### src/rtl/cdau_pkg.sv
// types, constants and calendar helper functions for the date arithmetic unit
package cdau_pkg;

    // field widths
    localparam int OFFSET_BITS = 16;
    localparam int YEAR_W      = 14;
    localparam int MONTH_W     = 4;
    localparam int DAY_W       = 5;
    localparam int ORD_W       = 9;
    localparam int WDAY_W      = 3;

    // working widths
    localparam int DOY_W  = OFFSET_BITS + 2;
    localparam int TOT_W  = ((OFFSET_BITS > 17) ? OFFSET_BITS : 17) + 2;
    localparam int Q_W    = 8;
    localparam int LO_W   = 7;
    localparam int SUM_W  = 11;
    localparam int MP_W   = YEAR_W + 13;
    localparam int T4_W   = 15;
    localparam int QP_W   = T4_W + 16;
    localparam int MR_W   = 17;

    // year limits
    localparam logic [YEAR_W-1:0] YEAR_MIN = 14'd1;
    localparam logic [YEAR_W-1:0] YEAR_MAX = 14'd9999;

    // month-count limits (year * 12 + month - 1)
    localparam logic signed [TOT_W-1:0] TOTAL_MIN = TOT_W'(12);
    localparam logic signed [TOT_W-1:0] TOTAL_MAX = TOT_W'(119999);

    localparam logic [MONTH_W-1:0] MONTHS   = 4'd12;
    localparam logic [MONTH_W-1:0] FEBRUARY = 4'd2;
    localparam logic [MONTH_W-1:0] MARCH    = 4'd3;
    localparam logic [LO_W-1:0]    LO_LAST  = 7'd99;
    localparam logic [ORD_W-1:0]   ORD_LAST = 9'd365;
    localparam logic [WDAY_W-1:0]  WDAY_LAST = 3'd6;

    // reciprocal constants: n / 100 = (n * 5243) >> 19, n / 3 = (n * 43691) >> 17
    localparam logic [12:0] RECIP100 = 13'd5243;
    localparam int          SH100    = 19;
    localparam logic [15:0] RECIP3   = 16'd43691;
    localparam int          SH3      = 17;

    // weekday bias keeps the sum positive
    localparam logic [SUM_W-1:0] WDAY_BIAS = 11'd700;

    typedef enum logic {
        ACT_DAYS   = 1'b0,
        ACT_MONTHS = 1'b1
    } t_action;

    typedef enum logic [1:0] {
        ST_OK       = 2'd0,
        ST_BAD_DATE = 2'd1,
        ST_RANGE    = 2'd2
    } t_status;

    typedef struct packed {
        t_action                 action;
        logic [YEAR_W-1:0]       year;
        logic [MONTH_W-1:0]      month;
        logic [DAY_W-1:0]        day;
        logic signed [OFFSET_BITS-1:0] offset;
    } t_in_word;

    typedef struct packed {
        logic [YEAR_W-1:0]  new_year;
        logic [MONTH_W-1:0] new_month;
        logic [DAY_W-1:0]   new_day;
        logic [ORD_W-1:0]   ordinal_day;
        logic [WDAY_W-1:0]  weekday;
        t_status            status;
    } t_out_word;

    // controller states
    typedef enum logic [3:0] {
        S_IDLE,
        S_SPLIT_MUL,
        S_SPLIT_REM,
        S_CHECK,
        S_STEP,
        S_MSRCH,
        S_MDIV,
        S_MREM,
        S_SPLIT2_MUL,
        S_SPLIT2_REM,
        S_CLAMP,
        S_ORD,
        S_WDAY,
        S_EMIT
    } t_state;

    // datapath commands
    typedef enum logic [3:0] {
        OP_NOP,
        OP_LOAD,
        OP_SPLIT_MUL,
        OP_SPLIT_REM,
        OP_CHECK,
        OP_STEP,
        OP_MSRCH,
        OP_MDIV,
        OP_MREM,
        OP_CLAMP,
        OP_ORD,
        OP_WDAY,
        OP_FAIL_DATE,
        OP_FAIL_RANGE,
        OP_EMIT
    } t_dp_op;

    // datapath status back to the controller
    typedef struct packed {
        logic date_ok;
        logic is_month;
        logic step_more;
        logic step_fail;
        logic msrch_more;
        logic total_bad;
        logic out_free;
    } t_dp_stat;

    // leap test from year / 100 and year % 100
    function automatic logic is_leap(input logic [Q_W-1:0] q, input logic [LO_W-1:0] lo);
        return ((lo != '0) && (lo[1:0] == 2'b00)) || ((lo == '0) && (q[1:0] == 2'b00));
    endfunction

    // month length, zero for a month code outside 1..12
    function automatic logic [DAY_W-1:0] month_days(input logic [MONTH_W-1:0] m,
                                                    input logic leap);
        logic [DAY_W-1:0] len;
        case (m)
            4'd1:    len = 5'd31;
            4'd2:    len = leap ? 5'd29 : 5'd28;
            4'd3:    len = 5'd31;
            4'd4:    len = 5'd30;
            4'd5:    len = 5'd31;
            4'd6:    len = 5'd30;
            4'd7:    len = 5'd31;
            4'd8:    len = 5'd31;
            4'd9:    len = 5'd30;
            4'd10:   len = 5'd31;
            4'd11:   len = 5'd30;
            4'd12:   len = 5'd31;
            default: len = 5'd0;
        endcase
        return len;
    endfunction

    // zero-based day of year of the first of each month, common year
    function automatic logic [ORD_W-1:0] month_first(input logic [MONTH_W-1:0] m);
        logic [ORD_W-1:0] first;
        case (m)
            4'd1:    first = 9'd0;
            4'd2:    first = 9'd31;
            4'd3:    first = 9'd59;
            4'd4:    first = 9'd90;
            4'd5:    first = 9'd120;
            4'd6:    first = 9'd151;
            4'd7:    first = 9'd181;
            4'd8:    first = 9'd212;
            4'd9:    first = 9'd243;
            4'd10:   first = 9'd273;
            4'd11:   first = 9'd304;
            4'd12:   first = 9'd334;
            default: first = 9'd0;
        endcase
        return first;
    endfunction

    function automatic logic [ORD_W-1:0] year_days(input logic leap);
        return leap ? 9'd366 : 9'd365;
    endfunction

    // (13 * m - 1) / 5 for the march-based month 1..12
    function automatic logic [DAY_W-1:0] gauss_month(input logic [MONTH_W-1:0] mg);
        logic [DAY_W-1:0] v;
        case (mg)
            4'd1:    v = 5'd2;
            4'd2:    v = 5'd5;
            4'd3:    v = 5'd7;
            4'd4:    v = 5'd10;
            4'd5:    v = 5'd12;
            4'd6:    v = 5'd15;
            4'd7:    v = 5'd18;
            4'd8:    v = 5'd20;
            4'd9:    v = 5'd23;
            4'd10:   v = 5'd25;
            4'd11:   v = 5'd28;
            4'd12:   v = 5'd31;
            default: v = 5'd0;
        endcase
        return v;
    endfunction

    // modulo 7 by folding octal digits (8 = 1 mod 7)
    function automatic logic [WDAY_W-1:0] mod7(input logic [9:0] s);
        logic [7:0] a;
        logic [4:0] b;
        logic [3:0] c;
        a = 8'(s[9:3]) + 8'(s[2:0]);
        b = 5'(a[7:3]) + 5'(a[2:0]);
        c = 4'(b[4:3]) + 4'(b[2:0]);
        return (c >= 4'd7) ? 3'(c - 4'd7) : c[2:0];
    endfunction

endpackage

### src/rtl/calendar_date_arithmetic_unit.sv
// Gregorian date arithmetic: moves a date by days or months and returns the new date,
// its zero-based day of year and its weekday (0 = Sunday). One word is worked on at a
// time; the result sits in an output register, so the next word is taken as soon as
// the result is loaded there. A day move steps the working year one year per cycle
// (about 90 years for an offset of 32767 days), then walks the months of the final
// year in the month search (up to 11 months). Quotients by 100 and by 12 come from a
// reciprocal multiply. Status 1 flags an invalid input date, status 2 a result year
// outside 1..9999; both return the input date with day of year and weekday zero.
module calendar_date_arithmetic_unit
    import cdau_pkg::*;
(
    input  logic      i_clk,
    input  logic      i_rst_n,
    input  logic      i_in_valid,
    output logic      o_in_stall,
    input  t_in_word  i_in_data,
    output logic      o_out_valid,
    input  logic      i_out_stall,
    output t_out_word o_out_data
);

    t_dp_op   dp_op;
    t_dp_stat dp_stat;

    // sequencer
    cdau_ctrl u_ctrl (
        .i_clk      (i_clk),
        .i_rst_n    (i_rst_n),
        .i_in_valid (i_in_valid),
        .i_stat     (dp_stat),
        .o_in_stall (o_in_stall),
        .o_op       (dp_op)
    );

    // arithmetic and result register
    cdau_dp u_dp (
        .i_clk       (i_clk),
        .i_rst_n     (i_rst_n),
        .i_op        (dp_op),
        .i_in_data   (i_in_data),
        .i_out_stall (i_out_stall),
        .o_stat      (dp_stat),
        .o_out_valid (o_out_valid),
        .o_out_data  (o_out_data)
    );

endmodule

### src/rtl/cdau_dp.sv
// datapath: input registers, year stepping, month search, split and weekday units
module cdau_dp
    import cdau_pkg::*;
(
    input  logic      i_clk,
    input  logic      i_rst_n,
    input  t_dp_op    i_op,
    input  t_in_word  i_in_data,
    input  logic      i_out_stall,
    output t_dp_stat  o_stat,
    output logic      o_out_valid,
    output t_out_word o_out_data
);

    // captured input word
    t_action                       r_act;
    logic [YEAR_W-1:0]             r_y;
    logic [MONTH_W-1:0]            r_m;
    logic [DAY_W-1:0]              r_d;
    logic signed [OFFSET_BITS-1:0] r_off;

    // working year with its split into year / 100 and year % 100
    logic [YEAR_W-1:0] r_cy;
    logic [Q_W-1:0]    r_q;
    logic [LO_W-1:0]   r_lo;

    logic signed [DOY_W-1:0] r_doy;
    logic signed [TOT_W-1:0] r_total;
    logic [MONTH_W-1:0]      r_k;
    logic [ORD_W-1:0]        r_left;
    logic [MONTH_W-1:0]      r_mg;

    // result fields
    logic [YEAR_W-1:0]  r_ny;
    logic [MONTH_W-1:0] r_nm;
    logic [DAY_W-1:0]   r_nd;
    logic [ORD_W-1:0]   r_ord;
    logic [WDAY_W-1:0]  r_wd;
    t_status            r_status;

    logic      r_out_valid;
    t_out_word r_out_data;

    // combinational helpers
    logic                    leap, leap_dec;
    logic [ORD_W-1:0]        ylen, ylen_dec;
    logic signed [DOY_W-1:0] ylen_s, ylen_dec_s;
    logic [YEAR_W-1:0]       cy_inc, cy_dec;
    logic [Q_W-1:0]          q_inc, q_dec;
    logic [LO_W-1:0]         lo_inc, lo_dec;
    logic                    doy_hi, doy_neg;
    logic [DAY_W-1:0]        mlen_k, mlen_in, mlen_nm;
    logic [ORD_W-1:0]        mlen_k_w;
    logic [ORD_W-1:0]        ord_in, ord_res;
    logic signed [DOY_W-1:0] doy_start;
    logic signed [TOT_W-1:0] total_start;
    logic [MP_W-1:0]         prod100;
    logic [YEAR_W-1:0]       q100_x;
    logic [YEAR_W-1:0]       rem100;
    logic [T4_W-1:0]         t4;
    logic [QP_W-1:0]         prod3;
    logic [MR_W-1:0]         ny12, rem12;
    logic [SUM_W-1:0]        wsum_pos, wsum;
    logic                    out_free;

    // leap flags and year lengths for this year and the one before
    assign leap       = is_leap(r_q, r_lo);
    assign ylen       = year_days(leap);
    assign ylen_s     = {{(DOY_W-ORD_W){1'b0}}, ylen};
    assign cy_inc     = r_cy + 14'd1;
    assign cy_dec     = r_cy - 14'd1;
    assign q_inc      = (r_lo == LO_LAST) ? r_q + 8'd1 : r_q;
    assign lo_inc     = (r_lo == LO_LAST) ? '0 : r_lo + 7'd1;
    assign q_dec      = (r_lo == '0) ? r_q - 8'd1 : r_q;
    assign lo_dec     = (r_lo == '0) ? LO_LAST : r_lo - 7'd1;
    assign leap_dec   = is_leap(q_dec, lo_dec);
    assign ylen_dec   = year_days(leap_dec);
    assign ylen_dec_s = {{(DOY_W-ORD_W){1'b0}}, ylen_dec};

    // day-of-year still outside the working year
    assign doy_neg = r_doy[DOY_W-1];
    assign doy_hi  = !doy_neg && (r_doy >= ylen_s);

    // month search compare
    assign mlen_k   = month_days(r_k, leap);
    assign mlen_k_w = {{(ORD_W-DAY_W){1'b0}}, mlen_k};

    // start day of year plus offset, and start month count plus offset
    assign mlen_in   = month_days(r_m, leap);
    assign ord_in    = month_first(r_m) + {{(ORD_W-DAY_W){1'b0}}, r_d} - 9'd1
                     + {{(ORD_W-1){1'b0}}, (leap && (r_m >= MARCH))};
    assign doy_start = {{(DOY_W-ORD_W){1'b0}}, ord_in}
                     + {{(DOY_W-OFFSET_BITS){r_off[OFFSET_BITS-1]}}, r_off};
    assign total_start = TOT_W'({r_y, 3'b000}) + TOT_W'({r_y, 2'b00})
                       + TOT_W'(r_m - 4'd1)
                       + {{(TOT_W-OFFSET_BITS){r_off[OFFSET_BITS-1]}}, r_off};

    // year split: quotient by reciprocal, remainder by shift-add
    assign prod100 = MP_W'(r_cy) * MP_W'(RECIP100);
    assign q100_x  = YEAR_W'({r_q, 6'b000000}) + YEAR_W'({r_q, 5'b00000})
                   + YEAR_W'({r_q, 2'b00});
    assign rem100  = r_cy - q100_x;

    // month count divided by 12: drop two bits, then divide by 3
    assign t4    = r_total[T4_W+1:2];
    assign prod3 = QP_W'(t4) * QP_W'(RECIP3);
    assign ny12  = MR_W'({r_cy, 3'b000}) + MR_W'({r_cy, 2'b00});
    assign rem12 = r_total[MR_W-1:0] - ny12;

    // result ordinal and clamp limit
    assign mlen_nm = month_days(r_nm, leap);
    assign ord_res = month_first(r_nm) + {{(ORD_W-DAY_W){1'b0}}, r_nd} - 9'd1
                   + {{(ORD_W-1){1'b0}}, (leap && (r_nm >= MARCH))};

    // gauss weekday sum, always positive thanks to the bias
    assign wsum_pos = WDAY_BIAS + SUM_W'(r_lo >> 2) + SUM_W'(r_q >> 2)
                    + SUM_W'(gauss_month(r_mg)) + SUM_W'(r_lo) + SUM_W'(r_nd);
    assign wsum     = wsum_pos - SUM_W'({r_q, 1'b0});

    assign out_free = !r_out_valid || !i_out_stall;

    // status to the controller
    always_comb begin
        o_stat.date_ok    = (r_y >= YEAR_MIN) && (r_y <= YEAR_MAX) && (r_d != '0)
                          && (r_d <= mlen_in);
        o_stat.is_month   = (r_act == ACT_MONTHS);
        o_stat.step_more  = doy_hi || doy_neg;
        o_stat.step_fail  = (doy_hi && (r_cy == YEAR_MAX)) || (doy_neg && (r_cy == YEAR_MIN));
        o_stat.msrch_more = (r_k < MONTHS) && (r_left >= mlen_k_w);
        o_stat.total_bad  = (r_total < TOTAL_MIN) || (r_total > TOTAL_MAX);
        o_stat.out_free   = out_free;
    end

    // working registers, driven by the controller's command
    always_ff @(posedge i_clk) begin
        case (i_op)
            OP_LOAD: begin
                r_act    <= i_in_data.action;
                r_y      <= i_in_data.year;
                r_m      <= i_in_data.month;
                r_d      <= i_in_data.day;
                r_off    <= i_in_data.offset;
                r_cy     <= i_in_data.year;
                r_status <= ST_OK;
            end
            OP_SPLIT_MUL: begin
                r_q <= prod100[MP_W-1:SH100];
            end
            OP_SPLIT_REM: begin
                r_lo <= rem100[LO_W-1:0];
            end
            OP_CHECK: begin
                r_doy   <= doy_start;
                r_total <= total_start;
            end
            OP_STEP: begin
                if (doy_hi) begin
                    r_doy <= r_doy - ylen_s;
                    r_cy  <= cy_inc;
                    r_q   <= q_inc;
                    r_lo  <= lo_inc;
                end else if (doy_neg) begin
                    r_doy <= r_doy + ylen_dec_s;
                    r_cy  <= cy_dec;
                    r_q   <= q_dec;
                    r_lo  <= lo_dec;
                end else begin
                    r_k    <= 4'd1;
                    r_left <= r_doy[ORD_W-1:0];
                    r_ny   <= r_cy;
                end
            end
            OP_MSRCH: begin
                if ((r_k < MONTHS) && (r_left >= mlen_k_w)) begin
                    r_left <= r_left - mlen_k_w;
                    r_k    <= r_k + 4'd1;
                end else begin
                    r_nm <= r_k;
                    r_nd <= r_left[DAY_W-1:0] + 5'd1;
                end
            end
            OP_MDIV: begin
                r_cy <= prod3[SH3+YEAR_W-1:SH3];
                r_ny <= prod3[SH3+YEAR_W-1:SH3];
            end
            OP_MREM: begin
                r_nm <= rem12[MONTH_W-1:0] + 4'd1;
            end
            OP_CLAMP: begin
                r_nd <= (r_d > mlen_nm) ? mlen_nm : r_d;
            end
            OP_ORD: begin
                r_ord <= ord_res;
                // january and february count in the previous year
                if (r_nm <= FEBRUARY) begin
                    r_mg <= r_nm + 4'd10;
                    r_cy <= cy_dec;
                    r_q  <= q_dec;
                    r_lo <= lo_dec;
                end else begin
                    r_mg <= r_nm - 4'd2;
                end
            end
            OP_WDAY: begin
                r_wd <= mod7(wsum[9:0]);
            end
            OP_FAIL_DATE, OP_FAIL_RANGE: begin
                r_status <= (i_op == OP_FAIL_DATE) ? ST_BAD_DATE : ST_RANGE;
                r_ny     <= r_y;
                r_nm     <= r_m;
                r_nd     <= r_d;
                r_ord    <= '0;
                r_wd     <= '0;
            end
            default: begin
            end
        endcase
    end

    // output word register
    always_ff @(posedge i_clk) begin
        if (!i_rst_n) begin
            r_out_valid <= 1'b0;
        end else if (i_op == OP_EMIT) begin
            r_out_valid <= 1'b1;
        end else if (!i_out_stall) begin
            r_out_valid <= 1'b0;
        end
    end

    always_ff @(posedge i_clk) begin
        if (i_op == OP_EMIT) begin
            r_out_data.new_year    <= r_ny;
            r_out_data.new_month   <= r_nm;
            r_out_data.new_day     <= r_nd;
            r_out_data.ordinal_day <= r_ord;
            r_out_data.weekday     <= r_wd;
            r_out_data.status      <= r_status;
        end
    end

    assign o_out_valid = r_out_valid;
    assign o_out_data  = r_out_data;

endmodule

### src/rtl/cdau_ctrl.sv
// controller: sequences the datapath through split, stepping, search and weekday
module cdau_ctrl
    import cdau_pkg::*;
(
    input  logic     i_clk,
    input  logic     i_rst_n,
    input  logic     i_in_valid,
    input  t_dp_stat i_stat,
    output logic     o_in_stall,
    output t_dp_op   o_op
);

    t_state r_state;
    t_state n_state;

    // state register
    always_ff @(posedge i_clk) begin
        if (!i_rst_n) begin
            r_state <= S_IDLE;
        end else begin
            r_state <= n_state;
        end
    end

    // input side takes a word only when idle
    assign o_in_stall = (r_state != S_IDLE);

    // next state and command
    always_comb begin
        n_state = r_state;
        o_op    = OP_NOP;
        case (r_state)
            S_IDLE: begin
                if (i_in_valid) begin
                    o_op    = OP_LOAD;
                    n_state = S_SPLIT_MUL;
                end
            end
            S_SPLIT_MUL: begin
                o_op    = OP_SPLIT_MUL;
                n_state = S_SPLIT_REM;
            end
            S_SPLIT_REM: begin
                o_op    = OP_SPLIT_REM;
                n_state = S_CHECK;
            end
            S_CHECK: begin
                if (!i_stat.date_ok) begin
                    o_op    = OP_FAIL_DATE;
                    n_state = S_EMIT;
                end else begin
                    o_op    = OP_CHECK;
                    n_state = i_stat.is_month ? S_MDIV : S_STEP;
                end
            end
            S_STEP: begin
                if (i_stat.step_fail) begin
                    o_op    = OP_FAIL_RANGE;
                    n_state = S_EMIT;
                end else begin
                    o_op    = OP_STEP;
                    if (!i_stat.step_more) begin
                        n_state = S_MSRCH;
                    end
                end
            end
            S_MSRCH: begin
                o_op = OP_MSRCH;
                if (!i_stat.msrch_more) begin
                    n_state = S_ORD;
                end
            end
            S_MDIV: begin
                if (i_stat.total_bad) begin
                    o_op    = OP_FAIL_RANGE;
                    n_state = S_EMIT;
                end else begin
                    o_op    = OP_MDIV;
                    n_state = S_MREM;
                end
            end
            S_MREM: begin
                o_op    = OP_MREM;
                n_state = S_SPLIT2_MUL;
            end
            S_SPLIT2_MUL: begin
                o_op    = OP_SPLIT_MUL;
                n_state = S_SPLIT2_REM;
            end
            S_SPLIT2_REM: begin
                o_op    = OP_SPLIT_REM;
                n_state = S_CLAMP;
            end
            S_CLAMP: begin
                o_op    = OP_CLAMP;
                n_state = S_ORD;
            end
            S_ORD: begin
                o_op    = OP_ORD;
                n_state = S_WDAY;
            end
            S_WDAY: begin
                o_op    = OP_WDAY;
                n_state = S_EMIT;
            end
            S_EMIT: begin
                if (i_stat.out_free) begin
                    o_op    = OP_EMIT;
                    n_state = S_IDLE;
                end
            end
            default: begin
                n_state = S_IDLE;
            end
        endcase
    end

endmodule

### config.mk
export PLATFORM = sky130hd
export DESIGN_NAME = calendar_date_arithmetic_unit
export DESIGN_NICKNAME = d
export VERILOG_FILES = /design/src/rtl/cdau_pkg.sv /design/src/rtl/calendar_date_arithmetic_unit.sv /design/src/rtl/cdau_dp.sv /design/src/rtl/cdau_ctrl.sv
export SDC_FILE = /design/constraint.sdc
export NUM_CORES = 1
export LEC_CHECK = 0
export BUFFER_PORTS_ARGS = -buffer_cell sky130_fd_sc_hd__buf_2
export CAP_MARGIN = 20
export CORE_UTILIZATION = 45
export DETAILED_ROUTE_END_ITERATION = 7
export SYNTH_ARGS = -nofsm -noshare
export SYNTH_HDL_FRONTEND = slang
export SYNTH_SLANG_ARGS = --single-unit
export TNS_END_PERCENT = 50
### constraint.sdc
create_clock -name i_clk -period 21.6 [get_ports i_clk]
set_clock_uncertainty 0.2 [all_clocks]
set_input_delay 4.32 -clock i_clk [delete_from_list [all_inputs] [get_ports i_clk]]
set_output_delay 4.32 -clock i_clk [all_outputs]
set_load 0.005 [all_outputs]
Word level (Yosys, flattened, before mapping)
Memories as Yosys holds them, arrays and structs flattened. A register that Yosys moved wholly into a read port is not among the register bits.
Cells that the tools add are included.
Storage, ports and cells
  register bits: 202
  latch bits: 0
  RAM bits: 0
  memory bits (read-only): 368
  input bits: 44
  output and inout bits: 39
  word-level logic and storage cells: 292
  memories kept: 3
Operators by class
  add/subtract/negate cells: 40
  multipliers: 2
  divide/modulo/power cells: 0
  magnitude comparators: 13
  equality and inequality tests: 78
  shift-type cells: 0
  muxes and demuxes: 66
  bitwise logic cells: 0
  reductions and logical operators: 62
Memory list
  (no name shown): depth 16, bits a word 9, rd ports 1, clocked after Yosys merged registers in 1, wr ports 0, line cdau_pkg.sv:153  | case (m)
  (no name shown): depth 16, bits a word 9, rd ports 1, clocked after Yosys merged registers in 1, wr ports 0, line cdau_pkg.sv:153
  (no name shown): depth 16, bits a word 5, rd ports 1, clocked after Yosys merged registers in 1, wr ports 0, line cdau_pkg.sv:178  | case (mg)
Operator list (count)
  4-bit equality test, second input constant: 28
  4-bit by 3-bit equality test with 1-bit output, second input constant: 20
  4-bit 2-to-1 mux: 18
  14-bit 2-to-1 mux: 5
  5-bit case mux with 3 select lines: 4
  14-bit case mux with 4 select lines: 1
  4-bit case mux with 14 select lines: 1
  4-bit case mux with 12 select lines: 1
  14-bit case mux with 3 select lines: 1
  4-bit by 2-bit equality test with 1-bit output, second input constant: 10
  8-bit 2-to-1 mux: 5
  19-bit adder: 2
  18-bit 2-to-1 mux: 2
  18-bit case mux with 2 select lines: 1
  9-bit case mux with 2 select lines: 2
  7-bit 2-to-1 mux: 5
  15-bit by 16-bit multiplier with 31-bit output, second input constant: 1
  14-bit by 13-bit multiplier with 27-bit output, second input constant: 1
  9-bit 2-to-1 mux: 3
  8-bit case mux with 3 select lines: 1
  7-bit case mux with 3 select lines: 1
  7-bit OR reduction: 3
  10-bit by 5-bit adder with 10-bit output: 2
  4-bit by 1-bit equality test with 1-bit output, second input constant: 5
  74 further kinds: 138

Longest topological paths before layout
Gate-level depths: netlist of the first run.
  depth after elaboration: 15
  mapped depth: 36
  depth with buffers taken out: 35

Modules after synthesis
From an unflattened synthesis of the first run, not the netlist that was laid out.
Unflattened totals
  cells, all modules: 2427
  area total of the unflattened synthesis: 24264.5 µm²
By module, submodules not included
  cdau_dp: instances 1, cells an instance 2356, area an instance 23771.5 µm², sequential area each 6396.1 µm²
  cdau_ctrl: instances 1, cells an instance 71, area an instance 493.0 µm², sequential area each 80.1 µm²

Least setup slack after synthesis of the first run
OpenSTA, ideal clock, no wires.
  kind: reg-to-reg
  start point: reg u_dp.r_lo[3]
  end point: reg u_dp.r_wd[1] (data pin)
  library setup time: 0.266 ns
  data arrival time: 6.771 ns
  data required time: 21.134 ns
  slack: 14.363 ns
  cell stages (with the launch flop): 33
  path buffers: 1
  period minus slack after synthesis: 7.237 ns
  cells stage by stage: edfxtp_1 -> clkbuf_1 -> inv_1 -> fa_1 -> inv_1 -> fa_1 -> fa_1 -> fa_1 -> ha_1 -> and3b_1 -> nor2_1 -> xnor2_1 -> inv_1 -> fa_1 -> inv_1 -> a21oi_1 -> nor3_1 -> xor2_1 -> ha_1 -> a21o_1 -> a21oi_1 -> xnor2_1 -> xnor2_1 -> ha_1 -> inv_1 -> fa_1 -> inv_1 -> ha_1 -> nand2b_1 -> o21ai_0 -> nor2_1 -> a21oi_1 -> nor2_1
On the way
  cells in the longest elaborated chain, start to end: 13
  elaborated cells on any way between the ends: 34
  classes of those cells: add/sub: 10; order compare: 3; eq/ne: 3; mux: 8; reduce/logical: 10
Ends and longest elaborated chain
  start, declared: line cdau_dp.sv:25  | logic [LO_W-1:0] r_lo;
  start signal, assigned: line cdau_dp.sv:150  | r_lo <= rem100[LO_W-1:0];
  start signal, assigned: line cdau_dp.sv:161  | r_lo <= lo_inc;
  start signal, assigned: line cdau_dp.sv:166  | r_lo <= lo_dec;
  parallel branches: the longest is 12 deep, another holds 10-bit by 5-bit adder with 10-bit output
  3-bit case mux with 2 select lines *: line cdau_dp.sv:136  | case (i_op)
  end signal, assigned: line cdau_dp.sv:205  | r_wd <= mod7(wsum[9:0]);
  end, declared: line cdau_dp.sv:38  | logic [WDAY_W-1:0] r_wd;
Mark *: on every way between the ends.
A chain may end at the register's enable or synchronous reset.

Worst setup path in the final report of the first run
Ends and elaborated chain as after synthesis.

==> metrics.txt, run 1 <==
outcome finished clean; Main synth FF type edfxtp_1; first-pass GRT wire length just over 100000 um; Std-Cell Core Area approximately 54000 um^2; Relative slew margins 0.303; Die Y ~240 um; largest net degree at the start of global routing ~40; Synth top area share 0.242; Synth Area in XOR/XNOR 0.0548; RePlAce Congestion 0.946; Core Rows between 80 and 90; Starting Density 0.455; # H-tree levels 1; CP max-delay cell fa_1; Clock Latency Late Sink between 0.5 and 0.6 ns; Root Buffer clkbuf_16; library cells used by synthesis between 90 and 100; die width 235 um; post-CTS sizing 0; Synth area leaders edfxtp_1 24%, ha_1 22%, fa_1 14%; crit path capture type register; Max Cap Viol 0; adder-cell share of the synthesized area 0.356; routed len/inst ~20 um; CTS tree built; # Post-CTS Setup Buffers 0; layout cells sized above 1 0.0694; initial antenna violation count 1; vias in the first global route roughly 18000; CP Launch Type register; GRT Util Overall 0.233; critical path's largest stage delay between 0.5 and 0.6 ns; buffer depth of the longest clock path 3; #FFs+latches synth between 200 and 250; Mapped Cells around 2500; Least-Margin Pin Slew approximately 1.0 ns; antenna-violating nets left 0; Fmax about 130 MHz; unrepaired setup endpoints after global routing no; synthesized-area fraction occupied by and/or/nand/nor cells 0.0972; CTS Hold Buffers Added 0; DR vias 18000; Antenna diodes 0; gr ovfl total 0; die area approximately 55000 um^2; CTS Buf Count 29; Synth Area per Inst just under 10 um^2; syn_nets 3110; YS warnings 0; Port Buffers 82; Worst Path Max Fanout 6; Detailed Route Iter0 Violations 1392; post-synthesis mux area share 0.00988; Vias/cell between 5 and 6; detailed placer's ending HPWL 51800 um; final setup vio count 0; post-synthesis compound-gate area fraction 0.136; CP arrival 7.81 ns; synth-to-layout area growth 8.43%; post-layout min period a little under 8 ns; I/O pin cnt 83; drc violations 0; setup tns final 0 ns; DRT Pass-1 Iters 6; Post-synth EDFFs around 200; WL final between 60000 and 70000 um; Hold Path Class reg2reg; main combinational cell family by area after synthesis adder cells; CTS Sinks 225; Slew Viols, Final 0; Worst Path Required 21.72 ns; final net count around 3200; Yosys top cell by area edfxtp_1; critical path class reg2reg; Synth async-reset ratio 0; synthesized area ~24000 um^2; Fin. Hold Viols 0; clock transition at the registers of the reported paths roughly 0.06 ns; crit share post-route 0.356; register area share after synthesis 0.265
final cells by class:
| type | count | area (um^2) |
|---|---|---|
| Clock inverter | 24 | 215 |
| Fill cell | 4969 | 27200 |
| Sequential cell | 225 | 6480 |
| Multi-Input combinational cell | 1740 | 16000 |
| Timing Repair Buffer | 94 | 505 |
| Inverter | 452 | 1700 |
| Tap cell | 696 | 871 |
| Clock buffer | 30 | 729 |
synth_stat cells (all sizes together), types with 10 or more instances:
master / n
inv: 451
ha: 421
edfxtp: 197
fa: 172
nand2: 144
a21oi: 129
nor2: 121
xnor2: 110
o21ai: 93
nand3: 58
xor2: 43
clkbuf: 35
nor3: 33
dfxtp: 28
a21o: 22
a211oi: 21
buf: 21
o21bai: 21
a22oi: 20
o21a: 19
and3: 18
mux2i: 18
nor2b: 18
nand2b: 16
nand4: 15
o211ai: 15
or3: 15
o221ai: 13
o31ai: 13
and2: 12
a21boi: 11
a221oi: 11
nor4: 11
a221o: 10
a31oi: 10
o22ai: 10
logic make-up (layout without fill, tap and decap cells):
group	after synthesis	count (layout)
adder cells (fa/ha/maj)	593	593
buffers and inverters	508	600
AO/OA/AOI/OAI	487	487
AND/OR/NAND/NOR	485	485
flip-flops	225	225
XOR/XNOR	153	153
multiplexers	22	22
critical path, delay by kind of cell (launching register included):
family	cells	cell delay [ns]
compound gates	5	0.75
buf+inv	6	0.46
fa+ha+maj	10	3.97
flops	1	0.47
xor+xnor	4	0.72
simple gates	7	0.84
metal layers:
layer,vias up,share of wire,track usage
met5,-,0.00014,0
met1,8820,0.47,0.321
li1,8693,-,-
met3,79,0.048,0.0277
met4,2,0.017,0.0457
met2,429,0.47,0.393
final timing paths:
check                 from                   to  slack (ns)  cells after the start
max reg2reg   u_dp.r_lo[3]         u_dp.r_wd[1]       13.91                     32
max           u_dp.r_lo[3]         u_dp.r_wd[1]       13.91                     32
min reg2reg  u_dp.r_ord[8]  u_dp.o_out_data[13]        0.22                      0
min          u_dp.r_ord[8]  u_dp.o_out_data[13]        0.22                      0
layout by cell type, fill, tap and decap left out, types with 19 or more instances in the layout:
| cell type | n |
|---|---|
| edfxtp_1 | 197 |
| a21oi_1 | 128 |
| nand2_1 | 142 |
| o21a_1 | 19 |
| inv_1 | 449 |
| nor2_1 | 120 |
| o21ai_0 | 91 |
| o21bai_1 | 21 |
| fa_1 | 172 |
| xnor2_1 | 110 |
| dfxtp_1 | 28 |
| a211oi_1 | 20 |
| a21o_1 | 22 |
| ha_1 | 421 |
| clkbuf_16 | 29 |
| nand3_1 | 57 |
| xor2_1 | 43 |
| buf_2 | 83 |
| a22oi_1 | 20 |
| nor3_1 | 32 |
through the flow:
step | instance area, um^2 | utilization | hold slack (ns) | setup slack [ns] | instances
after global placement | 25500 | 0.476 | 0.202 | 14.05 | 3204
after CTS | 26500 | 0.493 | 0.217 | 13.88 | 3259
after detailed placement | 25500 | 0.476 | 0.205 | 13.92 | 3205
after floorplan | 24500 | - | 0.200 | 14.36 | 2473
final | 26500 | 0.494 | 0.216 | 13.91 | 3261
after global routing | 26500 | 0.494 | 0.226 | 13.44 | 3261
Power of run 1 is left out: the tool's default activity adds up to more than one toggle a clock period on the data nets, which glitch-free logic cannot reach.
==> inputs of run 2 (changes only) <==
==> constraint.sdc (replaced) <==
create_clock -name i_clk -period 7 [get_ports i_clk]
set_clock_uncertainty 0.2 [all_clocks]
set_input_delay 1.4 -clock i_clk [delete_from_list [all_inputs] [get_ports i_clk]]
set_output_delay 1.4 -clock i_clk [all_outputs]
set_load 0.005 [all_outputs]
==> metrics.txt, run 2 (synthesis gave the netlist of run 1 again) <==
Relative slew margins 0.306 (was 0.303); Crit Reg-Reg Endpoint u_dp.r_wd[1] (unchanged); initial antenna violation count 0 (was 1); die area 55300 um^2 (unchanged); final net count 3233 (was 3179); CTS tree built (unchanged); first-pass GRT wire length 101000 um (about the same); Least-Margin Pin Slew 1.04 ns (about the same); CTS Sinks 225 (unchanged); Die Y 235 um (unchanged); R2R Setup Slk 0.07 ns (was 13.91 ns); Root Buffer clkbuf_16 (unchanged); R2R depth 33 (was 32); RePlAce Congestion 0.913 (was 0.946); Detailed Route Iter0 Violations 1134 (was 1392); routed len/inst 19.2 um (was 19.7 um); Hold Path Class reg2reg (unchanged); Fmax 144 MHz (was 130 MHz); # H-tree levels 1 (unchanged); synth-to-layout area growth 10.8% (was 8.43%); Fin. Hold Viols 0 (unchanged); CTS Buf Count 30 (was 29); crit path capture type register (unchanged); gr ovfl total 0 (unchanged); antenna-violating nets left 0 (unchanged); final setup vio count 0 (unchanged); post-layout min period 6.93 ns (was 7.69 ns); unrepaired setup endpoints after global routing yes (was no); CTS Hold Buffers Added 0 (unchanged); outcome finished clean (unchanged); Port Buffers 82 (unchanged); Slew Viols, Final 0 (unchanged); Vias/cell 5.52 (was 5.53); setup tns final 0 ns (unchanged); I/O pin cnt 83 (unchanged); Critical R2R Launch u_dp.r_nd[3] (was u_dp.r_lo[3]); Critical path destination u_dp.r_wd[1] (unchanged); Worst Path Max Fanout 4 (was 6); clock transition at the registers of the reported paths 0.06 ns (about the same); GRT Util Overall 0.230 (was 0.233); Starting Density 0.455 (unchanged); die width 235 um (unchanged); Std-Cell Core Area 53700 um^2 (unchanged); drc violations 0 (unchanged); Clock Latency Late Sink 0.60 ns (was 0.59 ns); CP Launch Type register (unchanged); CP arrival 7.09 ns (was 7.81 ns); Max Cap Viol 0 (unchanged); critical path class reg2reg (unchanged); most used routing layer met2 (unchanged); Antenna diodes 0 (unchanged); most common cell after layout, fill and taps aside inv_1 (unchanged); buffer depth of the longest clock path 3 (unchanged); met3 usage 0.0182 (was 0.0277); WL final 63500 um (was 64200 um); final-layout fill cell count 4844 (was 4969); crit path launch u_dp.r_nd[3] (was u_dp.r_lo[3]); crit share post-route 0.990 (was 0.356); Worst Path Required 7.15 ns (was 21.72 ns); met2 global-route usage 0.398 (was 0.393); critical path's largest stage delay 0.54 ns (was 0.57 ns); most frequent cells in the layout 440 x inv_1, 414 x ha_1, 197 x edfxtp_1, 170 x fa_1, 142 x nand2_1 (was 449 x inv_1, 421 x ha_1, 197 x edfxtp_1, 172 x fa_1, 142 x nand2_1); largest net degree at the start of global routing 41 (unchanged); layout cells sized above 1 0.101 (was 0.0694); detailed placer's ending HPWL 52000 um (was 51800 um); CP max-delay cell fa_1 (unchanged); M1 GR Usage 0.307 (was 0.321); Core Rows 85 (unchanged); DRT Pass-1 Iters 7 (was 6); DR vias 18300 (was 18000); vias in the first global route 18500 (was 18100)
## run 2: changes by cell type in the layout (fill, tap and decap cells not counted), moves of 3 or more
cell      change
ha_4          +4
a21oi_1       -4
buf_4        +52
inv_2         +9
a21oi_2       +3
ha_2          +3
clkinv_1      -6
ha_1          -7
clkbuf_1      +4
inv_1         -9
## run 2: area by class of cell
cell class,count,area [um^2],share of cell area
Inverter,452,1700,0.0626
Tap cell,696,871,0.0322
Sequential cell,225,6480,0.239
Clock buffer,36,783,0.0289
Clock inverter,19,190,0.00702
Multi-Input combinational cell,1740,16100,0.596
Timing Repair Buffer,147,918,0.0339
## run 2: routing by layer
metal  up-vias  share of wire
met4         0          0.030
met1      8924           0.44
li1       8807              -
met3       101          0.042
met5         -              0
met2       482           0.48
## run 2: per-stage QoR
stage / hold WS (ns) / cell area [um^2] / worst slack, ns / cells / util
after CTS: 0.219 / 27000 / -0.0766 / 3311 / 0.502
final: 0.216 / 27100 / 0.0666 / 3315 / 0.504
after floorplan: 0.200 / 24500 / 0.0373 / 2473 / -
after global routing: 0.219 / 27100 / -0.276 / 3315 / 0.504
after global placement: 0.207 / 25900 / -0.0394 / 3253 / 0.483
after detailed placement: 0.205 / 25900 / -0.184 / 3253 / 0.483
## run 2: how the worst min path moves through the flow
stage               cells past startpoint              from  slack, ns             endpoint
floorplan                               0  u_dp.r_status[0]       0.20   u_dp.o_out_data[0]
global placement                        0     u_dp.r_ord[5]       0.21  u_dp.o_out_data[10]
detailed placement                      0     u_dp.r_ord[6]       0.20  u_dp.o_out_data[11]
CTS                                     0     u_dp.r_ord[6]       0.22  u_dp.o_out_data[11]
global route                            0     u_dp.r_ord[6]       0.22  u_dp.o_out_data[11]
finish                                  0     u_dp.r_ord[6]       0.22  u_dp.o_out_data[11]
## run 2: worst max-delay path, delay by kind of cell, from the launching register on
family                   cells  cell delay, ns
AO/OA/AOI/OAI                5            0.60
adder cells (fa/ha/maj)     11            3.98
flip-flops                   1            0.36
XOR/XNOR                     4            0.65
buffers and inverters        7            0.42
AND/OR/NAND/NOR              6            0.50
## run 2: repair_timing
| action | CTS | global route |
|---|---|---|
| pin swaps | 17 | 24 |
| setup buffers | 3 | 4 |
| gates resized for setup | 9 | 23 |
| setup endpoints to repair | 3 | 5 |
Power of run 2 is left out for the same reason.
